--- src/plt_pkg.sv ---
// ----------------------------------------------------------------------------
// plt_pkg
// types, codes and helpers shared by the prefix rule table modules
// ----------------------------------------------------------------------------
package plt_pkg;

   localparam int TABLE_DEPTH_DEF = 64;
   localparam int KEY_BITS        = 32;
   localparam logic [5:0] MAX_V4_LEN = 6'd32;
   localparam logic [7:0] MAX_V6_LEN = 8'd128;

   typedef enum logic [1:0] {
      KIND_LOOKUP = 2'd0,
      KIND_INSERT = 2'd1,
      KIND_DELETE = 2'd2,
      KIND_FLUSH  = 2'd3
   } kind_type;

   typedef enum logic [1:0] {
      ST_OK        = 2'd0,
      ST_BAD_LEN   = 2'd1,
      ST_NOT_FOUND = 2'd2,
      ST_FULL      = 2'd3
   } status_type;

   typedef enum logic [1:0] {
      S_IDLE,
      S_SCAN,
      S_DRAIN,
      S_COMMIT
   } state_type;

   // mapping data carried by a rule
   typedef struct packed {
      logic [63:0] v6_high;
      logic [63:0] v6_low;
      logic [7:0]  v6_length;
      logic [15:0] ratio;
      logic [15:0] adjacent;
      logic [7:0]  format;
      logic [7:0]  transport;
      logic [7:0]  extension;
   } rule_data_type;

   typedef struct packed {
      logic [KEY_BITS-1:0] prefix;
      logic [5:0]          length;
      rule_data_type       data;
   } entry_type;

   typedef struct packed {
      logic load;
      logic read;
      logic commit;
   } cmd_type;

   typedef struct packed {
      logic last_read;
   } stat_type;

   function automatic logic [KEY_BITS-1:0] len_mask(input logic [5:0] len);
      logic [KEY_BITS-1:0] m;
      if (len >= MAX_V4_LEN) m = '1;
      else m = ~({KEY_BITS{1'b1}} >> len);
      return m;
   endfunction

endpackage

--- src/plt_ctrl.sv ---
// ----------------------------------------------------------------------------
// plt_ctrl
// sequencer: accept, scan the table, commit and present the response
// ----------------------------------------------------------------------------
module plt_ctrl
   import plt_pkg::*;
(
   input  logic     clock,
   input  logic     reset,
   input  logic     req_tvalid,
   output logic     req_tready,
   output logic     rsp_tvalid,
   input  logic     rsp_tready,
   input  stat_type stat,
   output cmd_type  cmd
);

   state_type state_ff, state_in;
   logic      rsp_valid_ff, rsp_valid_in;
   logic      out_free;

   assign out_free = !rsp_valid_ff || rsp_tready;

   always_comb begin
      state_in = state_ff;
      unique case (state_ff)
         S_IDLE:   if (req_tvalid) state_in = S_SCAN;
         S_SCAN:   if (stat.last_read) state_in = S_DRAIN;
         S_DRAIN:  state_in = S_COMMIT;
         S_COMMIT: if (out_free) state_in = S_IDLE;
         default:  state_in = S_IDLE;
      endcase
   end

   always_comb begin
      req_tready = 1'b0;
      cmd        = '0;
      unique case (state_ff)
         S_IDLE: begin
            req_tready = 1'b1;
            cmd.load   = req_tvalid;
         end
         S_SCAN:   cmd.read   = 1'b1;
         S_DRAIN:  cmd        = '0;
         S_COMMIT: cmd.commit = out_free;
         default:  cmd        = '0;
      endcase
   end

   always_comb begin
      rsp_valid_in = rsp_valid_ff;
      if (rsp_tready) rsp_valid_in = 1'b0;
      if (cmd.commit) rsp_valid_in = 1'b1;
   end

   assign rsp_tvalid = rsp_valid_ff;

   always_ff @(posedge clock) begin
      if (reset) begin
         state_ff     <= S_IDLE;
         rsp_valid_ff <= 1'b0;
      end else begin
         state_ff     <= state_in;
         rsp_valid_ff <= rsp_valid_in;
      end
   end

endmodule

--- config.mk ---
export PLATFORM = sky130hd
export DESIGN_NAME = plt_ctrl
export DESIGN_NICKNAME = d
export VERILOG_FILES = /design/src/plt_pkg.sv /design/src/plt_ctrl.sv
export SDC_FILE = /design/constraint.sdc
export NUM_CORES = 1
export LEC_CHECK = 0
export CAP_MARGIN = 10
export CORE_AREA = 2 2 39 41
export DETAILED_ROUTE_END_ITERATION = 8
export DIE_AREA = 0 0 41 43
export DONT_BUFFER_PORTS = 1
export PLACE_DENSITY = 0.3
export SLEW_MARGIN = 20
export SYNTH_ARGS = -nofsm -noshare
export SYNTH_HDL_FRONTEND = slang
export SYNTH_SLANG_ARGS = --single-unit
--- constraint.sdc ---
create_clock -name clock -period 1.81 [get_ports clock]
set_clock_uncertainty 0.15 [all_clocks]
set_input_delay 0.0905 -clock clock [delete_from_list [all_inputs] [get_ports clock]]
set_output_delay 0.0905 -clock clock [all_outputs]
set_load 0.01 [all_outputs]
==> impl_metrics.yaml <==
finish:
  mostFrequentLayoutCells: "inv_1 (4), ha_1 (4), nand2b_1 (3), clkbuf_4 (3), dfxtp_1 (3)"
  fin_nets: 41
  layout-drive-gt1-share_pct: 22.6
  n_antenna_cell: 0
  synthToLayoutAreaGrowth_pct: 32.8
  fin_cells: 47
flow_run:
  maxCapViolCount: 0
place:
  dpl.hpwl_um: 337
  port_buffers: 0
  dp_cells: 41
  place_congestion: 0.589
clock_network:
  clk_latency_ps: 230
  htree_levels: 1
  cts_buffers: 3
  clock_sink_count: 3
  path_clk_slew_ps: 30
  cts-root-buf: "clkbuf_4"
  cts_tree: "yes"
  cts_resized: 0
  clock_path_buffers: 2
worst_setup_path:
  max_stage_delay_ps: 370
  worstPathMaxFanout: 4
  critPathTopFamily: "flip-flops"
  timing.rr.end: "state_ff[0]$_SDFFE_PP0P_"
  worstPathRequired_ps: 1820
  worst_ep_arrival_time_ps: 1570
  cpMaxStageDelayCell: "dfxtp_1"
  start_kind: "flip-flop"
  r2r-start: "state_ff[1]$_SDFFE_PP0P_"
  path_class: "flip-flop to flip-flop"
  crit_path_end_kind: "flip-flop"
  reg2reg_setup_slack_ps: 250
  crit_path_cell_trace: "inv_1 > ha_1 > a222oi_1 > buf_4 > mux2i_1"
  reg2regPathDepth: 5
  critical_path_buf_inv_count: 2
sta:
  period_share_pct: 86.4
  finalSetupViolCount: 0
  max_slew_margin_pct: 82.6
  fmax_mhz: 640
  fin_crit_ps: 1560
  hold_violations: 0
  setup_tns_ps: 0
  rsz0062_at_grt: "false"
  holdWs_ps: 96.5
  slew_viol_final: 0
  worst_pin_slew_ps: 261
hold_path:
  worstHoldEndpoint: "state_ff[1]$_SDFFE_PP0P_"
  hold_depth: 4
  hp-class: "primary input to flip-flop"
  min-delay-start: "req_tvalid"
route:
  wl_per_cell_um: 8.70
  drtPass1Iterations: 4
  routed_wl_um: 409
  num_vias: 172
  route.detailed.drc: 0
  drtIter0Drc: 3
  vias_per_cell: 3.66
  antenna_left: 0
floorplanning:
  rows: 14
  core_region_area_um2: 1380
  start_util_pct: 16.3
  dieWidth_um: 41
  num_io_pins: 10
  fp.dieH_um: 43
  die_area_um2: 1760
grt:
  antenna_found_initial: 0
  grt_pass1_wl_um: 593
  grt_pass1_vias: 157
  grt_max_degree: 6
  grt.total_usage_pct: 5.41
  grt_overflow: 0
logic_synthesis:
  synth_cell_types: 12
  netlist_area_um2: 225
  synth_cells: 24
  seq_area_frac_synth_pct: 26.7
  synth_nets: 33
  syn_avg_cell_area_um2: 9.38
  ys_warn_count: 0
  synth-seq-cells: 3
power_and_ir_drop:
  p_per_area_nw_per_um2: 1450
  ir_drop_mv: 0.445
  p_leak_uw: 0.000144
run_status:
  outcome: "finished clean"
-- cell type report --
class / count / area (um2)
Sequential cell: 3 / 60.1
Clock buffer: 4 / 26.3
Tap cell: 16 / 20.0
Multi-Input combinational cell: 16 / 143
Timing Repair Buffer: 4 / 35.0
Inverter: 4 / 15.0
Fill cell: 151 / 1080
-- worst max path at each step --
stage                        startpoint                        to  cells after the start
6_report       state_ff[1]$_SDFFE_PP0P_  state_ff[0]$_SDFFE_PP0P_                      5
5_1_grt        state_ff[1]$_SDFFE_PP0P_  state_ff[0]$_SDFFE_PP0P_                      5
4_1_cts        state_ff[1]$_SDFFE_PP0P_  state_ff[1]$_SDFFE_PP0P_                      5
3_5_place_dp   state_ff[1]$_SDFFE_PP0P_  state_ff[0]$_SDFFE_PP0P_                      5
3_3_place_gp   state_ff[1]$_SDFFE_PP0P_  state_ff[1]$_SDFFE_PP0P_                      5
2_1_floorplan  state_ff[1]$_SDFFE_PP0P_  state_ff[0]$_SDFFE_PP0P_                      4
-- state kept, by name, indices dropped and copies added (netlist names) --
register	cells
rsp_tvalid	1
state_ff	2
-- cell families (layout without fill, tap and decap cells) --
| logic type | after synthesis | after routing | synth area share [%] |
|---|---|---|---|
| AND/OR/NAND/NOR | 8 | 8 | 24.4 |
| buffers and inverters | 5 | 12 | 10.0 |
| adder cells (fa/ha/maj) | 4 | 4 | 22.2 |
| flip-flops | 3 | 3 | 26.7 |
| AO/OA/AOI/OAI | 2 | 2 | 7.78 |
| multiplexers | 2 | 2 | 8.89 |
-- tightest hold or removal path: stages --
cell      delay [ps]
inv_1             30
a222oi_1          50
buf_4            140
mux2i_1          100
-- where the power goes --
group          internal, uW  switching (uW)
clock network          82.4            31.8
registers              89.8            24.4
logic                   104             100
total                   276             157
-- Yosys cell counts (all sizes together) --
library cell	number	area share, %
nand2b	3	8.3
o21bai	1	3.3
dfxtp	3	27
and2	1	2.8
ha	4	22
a222oi	1	4.4
nor2b	1	6.1
and2b	1	3.9
buf	1	3.3
nor2	2	3.3
inv	4	6.7
mux2i	2	8.9
-- what timing repair did --
action | 4_1_cts | 5_1_grt
setup buffers | 0 | 0
endpoints found under the hold margin | 3 | 0
hold buffers | 2 | 0
-- stage by stage --
stage | utilization [%] | total power, uW | worst slack [ps] | cell area, um2
after floorplan | - | 258 | 287 | 225
after global placement | 18.3 | 326 | 193 | 253
after detailed placement | 18.3 | 322 | 231 | 253
after CTS | 21.6 | 449 | 219 | 299
after global routing | 21.6 | 478 | 136 | 299
final | 21.6 | 433 | 247 | 299
-- layer usage --
layer	share of wire, %	track usage [%]	vias up
li1	-	-	92
met1	48	6.39	73
met2	38	5.94	7
met3	13	6.28	0
met4	0	2.00	0
met5	0	0	-
Note: power is estimated with default switching activity, not from simulation.
